<file path="src/design/abfsc_pkg.sv">
// shared types and constants for the allocation bitmap block
`timescale 1ns / 1ps

package abfsc_pkg;

    localparam int BYTE_W    = 8;
    localparam int ROW_BYTES = 8;
    localparam int ROW_BITS  = ROW_BYTES * BYTE_W;

    typedef enum logic [1:0] {
        REQ_FIND  = 2'd0,
        REQ_SET   = 2'd1,
        REQ_CLEAR = 2'd2,
        REQ_TEST  = 2'd3
    } t_req;

    typedef enum logic [1:0] {
        ST_OK        = 2'd0,
        ST_NOT_FOUND = 2'd1,
        ST_RANGE     = 2'd2
    } t_status;

    typedef struct packed {
        logic [1:0] req_type;
        logic [8:0] position;
        logic       find_value;
    } t_req_item;

    typedef struct packed {
        logic [1:0] status;
        logic [8:0] found_position;
        logic       bit_value;
    } t_result;

    typedef struct packed {
        logic    latch;
        logic    clr_wr;
        logic    rd_en;
        logic    rd_pos;
        logic    row_inc;
        logic    wr_mod;
        logic    res_load;
        t_status res_status;
    } t_dp_cmd;

    typedef struct packed {
        logic is_find;
        logic is_test;
        logic n_zero;
        logic pos_ok;
        logic hit;
        logic scan_last;
        logic clr_last;
    } t_dp_sts;

endpackage

</file>
<file path="src/design/abfsc_dpath.sv">
// datapath: bitmap memory, row counter, range checks and first-match encoder
`timescale 1ns / 1ps

module abfsc_dpath import abfsc_pkg::*; #(
    parameter int MAP_BYTES = 64
) (
    input  logic       i_clk,
    input  logic       i_rst_n,
    input  t_dp_cmd    i_cmd,
    output t_dp_sts    o_sts,
    input  t_req_item  i_item,
    input  logic       i_cfg_we,
    input  logic [6:0] i_cfg_wdata,
    output t_result    o_result
);

    localparam int ROWS = (MAP_BYTES + ROW_BYTES - 1) / ROW_BYTES;
    localparam int RA   = (ROWS > 1) ? $clog2(ROWS) : 1;
    localparam int PW   = (RA > 3) ? RA : 3;
    localparam int LW   = (RA > 4) ? RA : 4;
    localparam int BW   = (RA + 3 > 7) ? RA + 3 : 7;
    localparam int FW   = (RA + 6 > 9) ? RA + 6 : 9;
    localparam logic [6:0]    CAP      = (MAP_BYTES > 127) ? 7'd127 : 7'(MAP_BYTES);
    localparam logic [RA-1:0] ROW_LAST = RA'(ROWS - 1);

    logic [6:0]          r_cfg;
    t_req_item           r_req;
    logic [RA-1:0]       r_row;
    logic [ROW_BITS-1:0] r_mem [ROWS];
    logic [ROW_BITS-1:0] r_rdata;
    t_result             r_result;
    t_result             n_result;

    logic [6:0]          act_bytes;
    logic [6:0]          act_m1;
    logic [9:0]          lim;
    logic [PW-1:0]       pos_row_ext;
    logic [RA-1:0]       pos_row;
    logic [RA-1:0]       rd_addr;
    logic [RA-1:0]       wr_addr;
    logic [5:0]          bit_ix;
    logic [ROW_BITS-1:0] bit_mask;
    logic [ROW_BITS-1:0] mod_row;
    logic [ROW_BITS-1:0] wr_data;
    logic [ROW_BITS-1:0] cand;
    logic [ROW_BYTES-1:0] byte_ok;
    logic [5:0]          enc;
    logic [FW-1:0]       found_ext;
    logic [LW-1:0]       last_ext;
    logic [LW-1:0]       row_ext;
    logic                wr_en;
    logic                is_find;
    logic                is_test;

    // bytes in use, saturated at the map size
    assign act_bytes = (r_cfg > CAP) ? CAP : r_cfg;
    assign act_m1    = act_bytes - 7'd1;
    assign lim       = {act_bytes, 3'b000};

    assign pos_row_ext = PW'(r_req.position[8:6]);
    assign pos_row     = pos_row_ext[RA-1:0];
    assign bit_ix      = r_req.position[5:0];
    assign bit_mask    = ROW_BITS'(1) << bit_ix;

    assign is_find = (r_req.req_type == REQ_FIND);
    assign is_test = (r_req.req_type == REQ_TEST);

    assign mod_row = (r_req.req_type == REQ_SET) ? (r_rdata | bit_mask)
                                                 : (r_rdata & ~bit_mask);

    assign wr_en   = i_cmd.clr_wr | i_cmd.wr_mod;
    assign wr_addr = i_cmd.clr_wr ? r_row : pos_row;
    assign wr_data = i_cmd.clr_wr ? '0 : mod_row;

    // scan reads the next row while the counter steps
    assign rd_addr = i_cmd.row_inc ? (r_row + RA'(1))
                                   : (i_cmd.rd_pos ? pos_row : r_row);

    always_comb begin
        for (int j = 0; j < ROW_BYTES; j++) begin
            byte_ok[j] = (BW'({r_row, 3'(j)}) < BW'(act_bytes));
        end
        for (int b = 0; b < ROW_BITS; b++) begin
            cand[b] = (r_rdata[b] == r_req.find_value) && byte_ok[b / BYTE_W];
        end
    end

    // lowest matching bit of the current row
    always_comb begin
        enc = '0;
        for (int b = ROW_BITS - 1; b >= 0; b--) begin
            if (cand[b]) begin
                enc = 6'(b);
            end
        end
    end

    assign found_ext = FW'({r_row, enc});
    assign last_ext  = LW'(act_m1[6:3]);
    assign row_ext   = LW'(r_row);

    always_comb begin
        n_result.status         = i_cmd.res_status;
        n_result.found_position = (is_find && i_cmd.res_status == ST_OK) ?
                                  found_ext[8:0] : 9'd0;
        n_result.bit_value      = (is_test && i_cmd.res_status == ST_OK) ?
                                  r_rdata[bit_ix] : 1'b0;
    end

    assign o_sts.is_find   = is_find;
    assign o_sts.is_test   = is_test;
    assign o_sts.n_zero    = (act_bytes == 7'd0);
    assign o_sts.pos_ok    = ({1'b0, r_req.position} < lim);
    assign o_sts.hit       = |cand;
    assign o_sts.scan_last = (row_ext == last_ext);
    assign o_sts.clr_last  = (r_row == ROW_LAST);

    assign o_result = r_result;

    always_ff @(posedge i_clk) begin
        if (!i_rst_n) begin
            r_cfg <= 7'd64;
            r_row <= '0;
        end else begin
            if (i_cfg_we) begin
                r_cfg <= i_cfg_wdata;
            end
            if (i_cmd.latch) begin
                r_row <= '0;
            end else if (i_cmd.row_inc) begin
                r_row <= r_row + RA'(1);
            end
        end
    end

    always_ff @(posedge i_clk) begin
        if (i_cmd.latch) begin
            r_req <= i_item;
        end
        if (i_cmd.res_load) begin
            r_result <= n_result;
        end
    end

    always_ff @(posedge i_clk) begin
        if (wr_en) begin
            r_mem[wr_addr] <= wr_data;
        end
        if (i_cmd.rd_en) begin
            r_rdata <= r_mem[rd_addr];
        end
    end

    a_wr_in_range: assert property (@(posedge i_clk) disable iff (!i_rst_n)
        i_cmd.wr_mod |-> (o_sts.pos_ok && !is_find))
        else $error("bitmap write outside the bytes in use");

    a_find_ok_hit: assert property (@(posedge i_clk) disable iff (!i_rst_n)
        (i_cmd.res_load && i_cmd.res_status == ST_OK && is_find) |-> o_sts.hit)
        else $error("find reported success without a match");

endmodule

</file>
<file path="src/design/abfsc_ctrl.sv">
// controller: clearing pass, request decode, row scan and read-modify-write
`timescale 1ns / 1ps

module abfsc_ctrl import abfsc_pkg::*; (
    input  logic    i_clk,
    input  logic    i_rst_n,
    input  logic    i_start,
    output logic    o_busy,
    output logic    o_strobe,
    input  t_dp_sts i_sts,
    output t_dp_cmd o_cmd
);

    typedef enum logic [2:0] {
        S_CLEAR,
        S_IDLE,
        S_DECODE,
        S_SCAN,
        S_ACCESS
    } t_state;

    t_state  r_state;
    t_state  n_state;
    logic    r_busy;
    logic    r_strobe;
    logic    n_busy;
    t_dp_cmd cmd;

    always_comb begin
        n_state        = r_state;
        cmd            = '0;
        cmd.res_status = ST_OK;
        case (r_state)
            S_CLEAR: begin
                cmd.clr_wr  = 1'b1;
                cmd.row_inc = 1'b1;
                if (i_sts.clr_last) begin
                    n_state = S_IDLE;
                end
            end
            S_IDLE: begin
                if (i_start) begin
                    cmd.latch = 1'b1;
                    n_state   = S_DECODE;
                end
            end
            S_DECODE: begin
                if (i_sts.is_find) begin
                    if (i_sts.n_zero) begin
                        cmd.res_load   = 1'b1;
                        cmd.res_status = ST_RANGE;
                        n_state        = S_IDLE;
                    end else begin
                        cmd.rd_en = 1'b1;
                        n_state   = S_SCAN;
                    end
                end else if (!i_sts.pos_ok) begin
                    cmd.res_load   = 1'b1;
                    cmd.res_status = ST_RANGE;
                    n_state        = S_IDLE;
                end else begin
                    cmd.rd_en  = 1'b1;
                    cmd.rd_pos = 1'b1;
                    n_state    = S_ACCESS;
                end
            end
            S_SCAN: begin
                if (i_sts.hit) begin
                    cmd.res_load = 1'b1;
                    n_state      = S_IDLE;
                end else if (i_sts.scan_last) begin
                    cmd.res_load   = 1'b1;
                    cmd.res_status = ST_NOT_FOUND;
                    n_state        = S_IDLE;
                end else begin
                    cmd.rd_en   = 1'b1;
                    cmd.row_inc = 1'b1;
                end
            end
            S_ACCESS: begin
                cmd.res_load = 1'b1;
                cmd.wr_mod   = !i_sts.is_test;
                n_state      = S_IDLE;
            end
            default: begin
                n_state = S_IDLE;
            end
        endcase
    end

    assign n_busy = (n_state != S_IDLE);

    always_ff @(posedge i_clk) begin
        if (!i_rst_n) begin
            r_state  <= S_CLEAR;
            r_busy   <= 1'b1;
            r_strobe <= 1'b0;
        end else begin
            r_state  <= n_state;
            r_busy   <= n_busy;
            r_strobe <= cmd.res_load;
        end
    end

    assign o_cmd    = cmd;
    assign o_busy   = r_busy;
    assign o_strobe = r_strobe;

    a_accept_busy: assert property (@(posedge i_clk) disable iff (!i_rst_n)
        (i_start && !r_busy) |=> r_busy)
        else $error("busy did not rise after a request was taken");

    a_strobe_idle: assert property (@(posedge i_clk) disable iff (!i_rst_n)
        r_strobe |-> (!r_busy && r_state == S_IDLE))
        else $error("result word shown while still busy");

    a_one_write: assert property (@(posedge i_clk) disable iff (!i_rst_n)
        !(cmd.clr_wr && cmd.wr_mod))
        else $error("two memory writes in one cycle");

endmodule

</file>
<file path="src/design/allocation_bitmap_find_set_clear.sv">
// top level of the allocation bitmap with find-first, set, clear and test
//
// channel   direction  handshake                  payload
// request   in         start high, busy low       i_item (t_req_item)
// result    out        o_strobe, one cycle        o_result (t_result)
// config    in         i_cfg_we                   i_cfg_wdata (bytes in use)
//
// after reset a clearing pass zeroes the bitmap, one 64-bit row a cycle,
// with busy high
// find scans the rows from row 0 up to the match, at most ceil(bytes_in_use/8)
// rows and never past the map; one row of the bitmap memory is read per cycle
// set and clear read the row and write it back modified; test only reads it
// the result word appears in the cycle busy falls; the receiver cannot stall
`timescale 1ns / 1ps

module allocation_bitmap_find_set_clear import abfsc_pkg::*; #(
    parameter int MAP_BYTES = 64
) (
    input  logic       i_clk,
    input  logic       i_rst_n,
    input  logic       start,
    output logic       busy,
    input  t_req_item  i_item,
    output logic       o_strobe,
    output t_result    o_result,
    input  logic       i_cfg_we,
    input  logic [6:0] i_cfg_wdata
);

    t_dp_cmd cmd;
    t_dp_sts sts;

    abfsc_ctrl u_ctrl (
        .i_clk    (i_clk),
        .i_rst_n  (i_rst_n),
        .i_start  (start),
        .o_busy   (busy),
        .o_strobe (o_strobe),
        .i_sts    (sts),
        .o_cmd    (cmd)
    );

    abfsc_dpath #(
        .MAP_BYTES (MAP_BYTES)
    ) u_dpath (
        .i_clk       (i_clk),
        .i_rst_n     (i_rst_n),
        .i_cmd       (cmd),
        .o_sts       (sts),
        .i_item      (i_item),
        .i_cfg_we    (i_cfg_we),
        .i_cfg_wdata (i_cfg_wdata),
        .o_result    (o_result)
    );

endmodule

</file>
<file path="config.mk">
export PLATFORM = sky130hd
export DESIGN_NAME = allocation_bitmap_find_set_clear
export DESIGN_NICKNAME = d
export VERILOG_FILES = /design/src/design/abfsc_pkg.sv /design/src/design/abfsc_dpath.sv /design/src/design/abfsc_ctrl.sv /design/src/design/allocation_bitmap_find_set_clear.sv
export SDC_FILE = /design/constraint.sdc
export NUM_CORES = 1
export LEC_CHECK = 0
export ABC_CLOCK_PERIOD_IN_PS = 7300
export BUFFER_PORTS_ARGS = -buffer_cell sky130_fd_sc_hd__buf_2
export CAP_MARGIN = 20
export CORE_MARGIN = 3
export CORE_UTILIZATION = 62
export CTS_BUF_LIST = sky130_fd_sc_hd__clkbuf_8
export CTS_CLUSTER_DIAMETER = 100
export DETAILED_ROUTE_END_ITERATION = 12
export PLACE_DENSITY = 0.79
export SETUP_SLACK_MARGIN = 0.3
export SYNTH_ARGS = -nofsm -noshare
export SYNTH_HDL_FRONTEND = slang
export SYNTH_SLANG_ARGS = --single-unit
</file>
<file path="constraint.sdc">
create_clock -name i_clk -period 7.3 [get_ports i_clk]
set_input_delay 1.825 -clock i_clk [delete_from_list [all_inputs] [get_ports i_clk]]
set_output_delay 1.825 -clock i_clk [all_outputs]
set_load 0.005 [all_outputs]
</file>
# Yosys cells after proc, flatten, opt, wreduce, memory -nomap -nowiden
# Memory sizes are Yosys's and may differ from the RTL's. A register that Yosys moved wholly into a read port is not among the register bits.
# Cells that the tools add are included.
# W data, S select, Z words.
# totals
input_bits	23
output_inout_bits	14
mem_count	1
mem_bits_rw	512
word_cells	292
register_bits	39
# memory_table
memory	depth	word_bits	read_ports	rd_clocked_by_memory_dff	wr	line	rtl
u_dpath.r_mem	8	64	1	1	1	abfsc_dpath.sv:29	logic [ROW_BITS-1:0] r_mem [ROWS];
# op_classes
mux	102
addsub	2
bitwise	6
n_lt_le_gt_ge	11
n_reduce_logical	79
eq_ne	73
shifts	1
# ops
op	count
$mux W6	32
$mux W64	2
$mux W5	16
$logic_and A1 B1 Y1	66
$and A64 B64 Y64	1
$eq A1 B1 Y1	64
$not A64 Y64	1
$or A64 B64 Y64	1
$reduce_or A64 Y1	1
$shl A1 B6 Y64 const A	1
$lt A6 B7 Y1	8
$mux W3	17
$reduce_or A33 Y1	1
$mux W4	8
$reduce_or A17 Y1	1
$mux W1	15
$pmux W3 S4	1
$lt A9 B10 Y1	1
$mux W2	5
$reduce_or A9 Y1	1
$gt A7 B7 Y1 const B	1
$logic_not A7 Y1	1
$lt A6 B7 Y1 const B	1
$mux W7	1
21 further kinds	27

# Logic depth before layout (Yosys ltp)
# Gate-level depths: netlist of the first run.
# logic_depth
word_depth	67
mapped_depth	17
depth_no_buf	12

# Hierarchy
# Synthesis of the first run repeated with hierarchy kept, for this count alone.
# unflattened
hier_cells	1735
area_unflattened_um2	27253.6
# modules_own_cells
module	cells_each	seq_area_each_um2	area_per_inst_um2	instances
abfsc_dpath	1696	18217.5	26948.3	1
abfsc_ctrl	39	100.1	305.3	1

# Worst setup path after synthesis of the first run
# Ideal clock, no wire load.
# synth_path
path_kind	flip-flop to flip-flop
start	register u_dpath.r_cfg[6]
end	register u_dpath.r_rdata[0], read port of u_dpath.r_mem (enable)
stages_incl_launch_ff	13
period_less_slack_ps	5899
slack_ps	1401
setup_time_ps	486
n_path_buf	1
required_ps	6814
t_arrival_ps	5412
path_cell_list	dfxtp_1 clkbuf_1 nor2b_1 inv_1 ha_1 nand4b_1 o32ai_1 a21o_1 nand4bb_1 or2_2 nor2_1 mux2i_1 nor2_1
# synth_rtl
element	line	rtl
start, declared	abfsc_dpath.sv:26	logic [6:0] r_cfg;
start signal, assigned	abfsc_dpath.sv:126	r_cfg <= i_cfg_wdata;
end, declared	abfsc_dpath.sv:30	logic [ROW_BITS-1:0] r_rdata;

# Final worst setup path of the first run
# layout_path
start	register u_dpath.r_cfg[6]
end	register u_dpath.r_rdata[27], read port of u_dpath.r_mem, data pin
# layout_via
elab_chain_len	8
elab_cells_between_ends	90
classes_between	add/sub: 1; order compare: 10; eq/ne: 1; mux: 12; reduce/logical: 66
# layout_rtl
element	line	rtl
$gt A7 B7 Y1	abfsc_dpath.sv:56	assign act_bytes = (r_cfg > CAP) ? CAP : r_cfg;
$mux W7 *	abfsc_dpath.sv:56	
$lt A6 B7 Y1, or another cell as far along	abfsc_dpath.sv:81	byte_ok[j] = (BW'({r_row, 3'(j)}) < BW'(act_bytes));
$logic_and A1 B1 Y1, or another cell as far along	abfsc_dpath.sv:84	cand[b] = (r_rdata[b] == r_req.find_value) && byte_ok[b / BYTE_W];
$reduce_or A64 Y1, or another cell as far along	abfsc_dpath.sv:114	assign o_sts.hit = |cand;
$mux W1, on equally long branches	abfsc_ctrl.sv:68, abfsc_ctrl.sv:33	
$pmux W1 S2 or $mux W3 (tied branches)	abfsc_ctrl.sv:33, abfsc_dpath.sv:77	
$mux W3	abfsc_dpath.sv:76	assign rd_addr = i_cmd.row_inc ? (r_row + RA'(1))
# Mark *: on every way between the ends. The rest lies on a longest branch, timed or not.
# A chain may end at the register's enable or synchronous reset.

==> results of run 1 <==
[Yosys cell counts (all sizes together), types with 8 or more instances]
| cell type | instances | share of area (%) |
|---|---|---|
| inv | 30 | 0.40 |
| nor2b | 86 | 1.9 |
| nand3 | 53 | 0.94 |
| nand2 | 149 | 2.0 |
| nor3b | 10 | 0.26 |
| a2111oi | 66 | 2.9 |
| nand3b | 9 | 0.24 |
| clkbuf | 71 | 0.95 |
| buf | 70 | 1.8 |
| and2 | 10 | 0.22 |
| or2 | 18 | 0.40 |
| a211oi | 71 | 2.4 |
| mux2i | 76 | 2.7 |
| edfxtp | 600 | 64 |
| mux4 | 21 | 1.7 |
| or4 | 10 | 0.26 |
| nand4 | 8 | 0.18 |
| o22ai | 87 | 2.0 |
| nand2b | 27 | 0.60 |
| nor3 | 24 | 0.42 |
| o21ai | 44 | 0.79 |
| mux2 | 129 | 5.1 |
| dfxtp | 15 | 1.1 |
| a31oi | 12 | 0.26 |
| nor4 | 8 | 0.18 |
| ha | 11 | 0.49 |
| nor2 | 87 | 1.2 |
| a21oi | 108 | 1.9 |
| o211ai | 9 | 0.26 |
[worst paths after layout]
check	from	endpoint	slack, ns
setup / recovery	u_dpath.r_cfg[6]	u_dpath.r_rdata[27]	1.36
hold / removal	u_dpath.r_cfg[3]	u_dpath.r_cfg[3]	0.57
setup reg to reg	u_dpath.r_cfg[6]	u_dpath.r_rdata[27]	1.36
hold reg to reg	u_dpath.r_cfg[3]	u_dpath.r_cfg[3]	0.57
[flip-flops by register name (all words and copies together), names as in the netlist]
name	count
u_dpath.r_row	3
u_dpath.bit_ix	6
u_dpath.r_req	3
u_dpath.pos_row	3
u_dpath.r_mem	512
u_ctrl.r_state	3
u_dpath.o_result	12
u_dpath.r_cfg	7
u_ctrl.o_strobe	1
u_ctrl.o_busy	1
u_dpath.r_rdata	64
[cell families after synthesis]
kind of cell	count (synthesis)	synth area share [%]
flip-flops	615	64.65
AO/OA/AOI/OAI	459	12.44
AND/OR/NAND/NOR	530	9.596
XOR/XNOR	5	0.1546
multiplexers	226	9.482
buffers and inverters	171	3.193
adder cells (fa/ha/maj)	11	0.4858
[per-layer routing]
layer / vias to the layer above / part of all wire (%) / global-route usage (%)
met3: 165 / 9.6 / 4.702
met4: 0 / 3.9 / 12.88
met5: - / 0 / 0
met2: 1017 / 46 / 43.01
li1: 8004 / - / -
met1: 8947 / 41 / 39.75
[area by class of cell]
class,count,area (µm²)
Sequential cell,615,18320
Clock buffer,101,1390
Clock inverter,72,357.8
Multi-Input combinational cell,1231,9243
Fill cell,2909,14010
Tap cell,592,740.7
Inverter,30,112.6
Timing Repair Buffer,72,534.3
[worst register-to-register path, stage by stage, from the launching register on]
cell	delay, ns
dfxtp_1	0.71
nor2b_1	0.20
ha_1	0.34
nand4b_1	0.37
o32ai_1	0.81
a21o_1	0.19
nand4bb_1	0.21
o41a_1	0.57
o21ai_2	0.30
and2_4	0.56
nor2b_4	0.81
buf_12	0.36
a211oi_1	0.23
[through the flow]
| stage | hold slack (ns) | setup WS [ns] | cells | utilization (%) | instance area [µm²] |
|---|---|---|---|---|---|
| detailed placement | 0.5346 | 1.585 | 2538 | 64.68 | 28920 |
| floorplan | 0.4664 | 1.401 | 2017 | - | 28330 |
| global placement | 0.5307 | 1.768 | 2536 | 64.64 | 28900 |
| global route | 0.5997 | 1.063 | 2713 | 68.67 | 30700 |
| CTS | 0.5527 | 1.548 | 2711 | 68.59 | 30660 |
| finish | 0.5662 | 1.365 | 2713 | 68.67 | 30700 |
[power breakdown]
part / switching [mW] / internal, mW
Clock: 1.30 / 1.35
Combinational: 0.854 / 0.515
Sequential: 0.0663 / 4.16
Total: 2.22 / 6.02
==> impl_metrics.yaml, run 1 <==
route:
  drc_errors: 0
  via_per_inst: 6.684
  drtAntennaViolNets: 0
  drt-initial-drc-count: 2141
  num_vias: 18130
  drt_pass1_iterations: 6
  wl_um: 67300
  drt-wirelength-per-cell_um: 24.81
worst_hold_path:
  min_path_cells: 2
  hold_class: "flip-flop to flip-flop"
clocking:
  cts_tree: "done"
  hold_buffers: 0
  clockBufferDepth: 3
  htree_levels: 3
  numCtsBuffers: 94
  clk_latency_ns: 0.69
  cts_sinks: 615
  cts_resized: 0
  cts-root-buf: "clkbuf_8"
  clk_pin_slew_ns: 0.07
  post_cts_buffers: 0
flow_run:
  drv_cap: 0
logic_synthesis:
  netlist_area_um2: 28330
  syn-num-nets: 2051
  synth_edf_count: 600
  async_flop_share_pct: 0
  yosys.cell_types.count: 81
  yosysWarnings: 0
  seq_area_frac_synth_pct: 64.65
  synth_ff_type: "edfxtp_1"
  syn-instance-count: 2017
  synth-seq-cells: 615
  syn_avg_cell_area_um2: 14.05
final_layout:
  post_route_cells_drive_above_1_share_pct: 18.01
  synthToLayoutAreaGrowth_pct: 8.342
  final_common_cell: "edfxtp_1"
  final_cell_mix: "edfxtp_1 (600), nand2_1 (149), a21oi_1 (107)"
  fin_nets: 2078
  diodes: 0
critical_path:
  end_kind: "flip-flop"
  worstPathMaxFanout: 42
  cp_cell_sequence: "nor2b_1, ha_1, nand4b_1, o32ai_1, a21o_1, nand4bb_1, o41a_1, o21ai_2, and2_4, nor2b_4, buf_12, a211oi_1"
  cp_top_family: "simple AND/OR/NAND/NOR gates"
  critPathRequiredTime_ns: 7.70
  critPathBufInv: 1
  critical_path_class: "flip-flop to flip-flop"
  cp_data_arrival_time_ns: 6.33
  max_stage_delay_ns: 0.81
  path_depth: 12
  cp-start-kind: "flip-flop"
  rr_worst_depth: 12
  slowest_stage: "o32ai_1"
sta:
  slew_viol_final: 0
  skew_ns: 0.03319
  rsz0062_at_grt: "false"
  finalCritPeriodShare_pct: 81.30
  setup_viol: 0
  timing.fmax_ghz: 0.1685
  slew_headroom_pct: 20.48
  fin_crit_ns: 5.935
  final-hold-violation-count: 0
  tightest_slew_ns: 1.193
  finalSetupTns_ns: 0
floorplanning:
  die_area_um2: 48300
  die_height_um: 219.8
  initial_core_util_pct: 63.38
  rows: 77
  coreArea_um2: 44700
  io_pins: 37
  die_w_um: 219.8
placement:
  dp_hpwl_um: 38410
  routabilityCongestion: 0.9601
  port_buffers: 36
global_route:
  globalRouteOverflowTotal: 0
  grt_max_degree: 186
  antenna_found_initial: 0
  grt_usage_pct: 28.01
  grt_pass1_vias: 17560
  grt_pass1_wl_um: 102300
power:
  p_per_area_nw_per_um2: 268.5
  finalPower_mw: 8.242
  p_leak_nw: 10.28
  irDropWorstVdd_v: 0.0002117
outcome:
  outcome: "completed"
(Power assumes the default switching activity.)
==> inputs of run 2 (changes only) <==
--- a/config.mk
+++ b/config.mk
@@ -5,15 +5,15 @@
 export SDC_FILE = /design/constraint.sdc
 export NUM_CORES = 1
 export LEC_CHECK = 0
-export ABC_CLOCK_PERIOD_IN_PS = 7300
+export ABC_CLOCK_PERIOD_IN_PS = 4900
 export BUFFER_PORTS_ARGS = -buffer_cell sky130_fd_sc_hd__buf_2
 export CAP_MARGIN = 20
 export CORE_MARGIN = 3
-export CORE_UTILIZATION = 62
+export CORE_UTILIZATION = 59
 export CTS_BUF_LIST = sky130_fd_sc_hd__clkbuf_8
 export CTS_CLUSTER_DIAMETER = 100
 export DETAILED_ROUTE_END_ITERATION = 12
-export PLACE_DENSITY = 0.79
+export PLACE_DENSITY = 0.78
 export SETUP_SLACK_MARGIN = 0.3
 export SYNTH_ARGS = -nofsm -noshare
 export SYNTH_HDL_FRONTEND = slang
==> constraint.sdc (replaced) <==
create_clock -name i_clk -period 4.9 [get_ports i_clk]
set_input_delay 1.225 -clock i_clk [delete_from_list [all_inputs] [get_ports i_clk]]
set_output_delay 1.225 -clock i_clk [all_outputs]
set_load 0.005 [all_outputs]
==> run 2 against run 1 <==
Effect of this change:
- clock skew rose by 0.00097 ns
- largest cell class unchanged
- final area grew 2.2%
- fmax grew 36%
- utilization down 1.8 points
- via count grew 1.6%
- critical path type unchanged
- flip-flop and latch count did not move
- sequential share of layout area down 1.3 points
- non-clock buffer count increased by 56
- combinational power rose by 72%
- first-iteration DRC count down 2.0%
- sequential power up 49%
==> impl_metrics.yaml, run 2 (synthesis results as in run 1) <==
outcome:
  outcome: "completed"
critical_path:
  cp_top_family: "compound AO/OA/AOI/OAI gates"
  slowest_stage: "a211oi_2"
  r2r_start: "u_dpath.r_cfg[6]"
  cp_common_cell: "a211oi_1"
  rr_worst_depth: 13
  end_kind: "flip-flop"
  critical_path_class: "flip-flop to flip-flop"
  cp_data_arrival_time_ns: 4.77
  cp_cell_sequence: "nor2b_1, inv_1, ha_1, a211oi_2, nor2_2, a211oi_1, nand4bb_1, o41ai_1, o2bb2ai_1, or2_4, buf_12, a2111oi_0, a211oi_1"
  worstPathMaxFanout: 29
  r2r_end: "u_dpath.r_rdata[3]"
  reg2reg_slack_ns: 0.54
  cp-start-kind: "flip-flop"
  max_stage_delay_ns: 0.52
  critPathRequiredTime_ns: 5.32
  critPathBufInv: 2
worst_hold_path:
  min_path_cells: 2
  hold_path.startpoint: "u_dpath.r_cfg[5]"
  hold_class: "flip-flop to flip-flop"
  hold_end: "u_dpath.r_cfg[5]"
clocking:
  htree_levels: 3
  clk_latency_ns: 0.70
  numCtsBuffers: 94
  clk_pin_slew_ns: 0.06
  hold_buffers: 0
  cts_tree: "done"
  clockBufferDepth: 3
  cts_sinks: 615
  cts-root-buf: "clkbuf_8"
route:
  wl_um: 70470
  drtAntennaViolNets: 0
  drt_pass1_iterations: 7
  drt-wirelength-per-cell_um: 25.41
  drt-initial-drc-count: 2099
  drc_errors: 0
  num_vias: 18420
  via_per_inst: 6.643
sta:
  fin_crit_ns: 4.359
  final-hold-violation-count: 0
  skew_ns: 0.03417
  timing.fmax_ghz: 0.2294
  whs_ns: 0.5651
  rsz0062_at_grt: "true"
  slew_headroom_pct: 22.17
  finalSetupTns_ns: 0
  slew_viol_final: 0
  tightest_slew_ns: 1.167
  setup_viol: 0
  finalCritPeriodShare_pct: 88.95
power:
  p_leak_nw: 10.61
  p_per_area_nw_per_um2: 397.7
  irDropWorstVdd_v: 0.0001971
final_layout:
  diodes: 0
  final_cell_mix: "edfxtp_1 (600), nand2_1 (149), a21oi_1 (107)"
  regMostFlops: "u_dpath.r_mem"
  final_util_pct: 66.82
  fin_area_um2: 31370
  final_common_cell: "edfxtp_1"
  synthToLayoutAreaGrowth_pct: 10.73
  final_cells: 2773
  fin_nets: 2134
  largest_register_ffs: 512
  post_route_cells_drive_above_1_share_pct: 20.13
global_route:
  grt_pass1_wl_um: 106500
  grt_max_degree: 65
  antenna_found_initial: 0
  globalRouteOverflowTotal: 0
  grt_pass1_vias: 17880
  grt_usage_pct: 27.79
placement:
  port_buffers: 36
  placed_cell_area_um2: 29450
  routabilityCongestion: 0.9522
  dp_cells: 2592
  dp_hpwl_um: 41840
floorplanning:
  die_height_um: 225.1
  rows: 79
  initial_core_util_pct: 60.34
  coreArea_um2: 46950
  io_pins: 37
  die_w_um: 225.1
  die_area_um2: 50690
flow_run:
  drv_cap: 0
run 2: changes by cell type in the layout (fill, tap and decap cells not counted), sizes merged:
cell,previous run,this run
buf,72,125
bufinv,2,1
clkbuf,101,103
clkinv,41,36
clkinvlp,4,2
inv,55,53
run 2: how the worst max path moves through the flow:
stage                          endpoint              start  cells past startpoint  slack [ns]
floorplan           u_dpath.r_mem[0][0]  u_ctrl.r_state[0]                      7        0.29
global placement     u_dpath.r_rdata[8]   u_dpath.r_cfg[4]                     14        0.38
detailed placement   u_dpath.r_rdata[7]   u_dpath.r_cfg[4]                     14        0.26
CTS                  u_dpath.r_rdata[8]   u_dpath.r_cfg[4]                     14        0.38
global route         u_dpath.r_rdata[4]   u_dpath.r_cfg[4]                     13        0.28
finish               u_dpath.r_rdata[3]   u_dpath.r_cfg[6]                     13        0.54
run 2: report_power, final:
group	total (mW)	switching, mW	leakage (nW)	internal [mW]
sequential	6.29	0.0955	5.83	6.19
clock	3.83	1.91	0.927	1.92
combinational	2.35	1.37	3.85	0.978
run 2: worst register-to-register path, cell delays in order, from the launching register on:
cell and delay (ns):
dfxtp_1 0.39, nor2b_1 0.27, inv_1 0.15, ha_1 0.21, a211oi_2 0.52, nor2_2 0.18, a211oi_1 0.41, nand4bb_1 0.27
o41ai_1 0.14, o2bb2ai_1 0.29, or2_4 0.45, buf_12 0.24, a2111oi_0 0.48, a211oi_1 0.08
run 2: final cells by class:
cell class / instances / area [µm²]
flip-flops and latches: 615 / 18320
repair buffers: 128 / 1237
clock inverters: 62 / 285.3
fillers: 3132 / 15580
clock buffers: 100 / 1376
multi-input cells: 1231 / 9284
well taps: 607 / 759.5
inverters: 30 / 112.6
run 2: routing by layer:
| metal | track usage (%) | vias to the layer above | wire, µm |
|---|---|---|---|
| li1 | - | 8096 | - |
| met2 | 43.67 | 1032 | 32660 |
| met5 | 0 | - | 0 |
| met3 | 5.184 | 169 | 6612 |
| met1 | 38.77 | 9123 | 28670 |
| met4 | 11.44 | 0 | 2526 |
run 2: timing repair:
item,in CTS,in global routing
endpoints found under the hold margin,0,0
pin swaps,1,2
setup buffers,2,12
endpoints found under the setup margin,15,63
gates resized for setup,3,12
cloned,0,3
run 2: per-stage QoR:
| stage | total power [mW] | worst slack [ns] |
|---|---|---|
| detailed placement | 8.618 | 0.2577 |
| floorplan | 8.032 | 0.2869 |
| finish | 12.48 | 0.5414 |
| global route | 12.96 | 0.2787 |
| global placement | 8.523 | 0.3820 |
| CTS | 12.42 | 0.3846 |
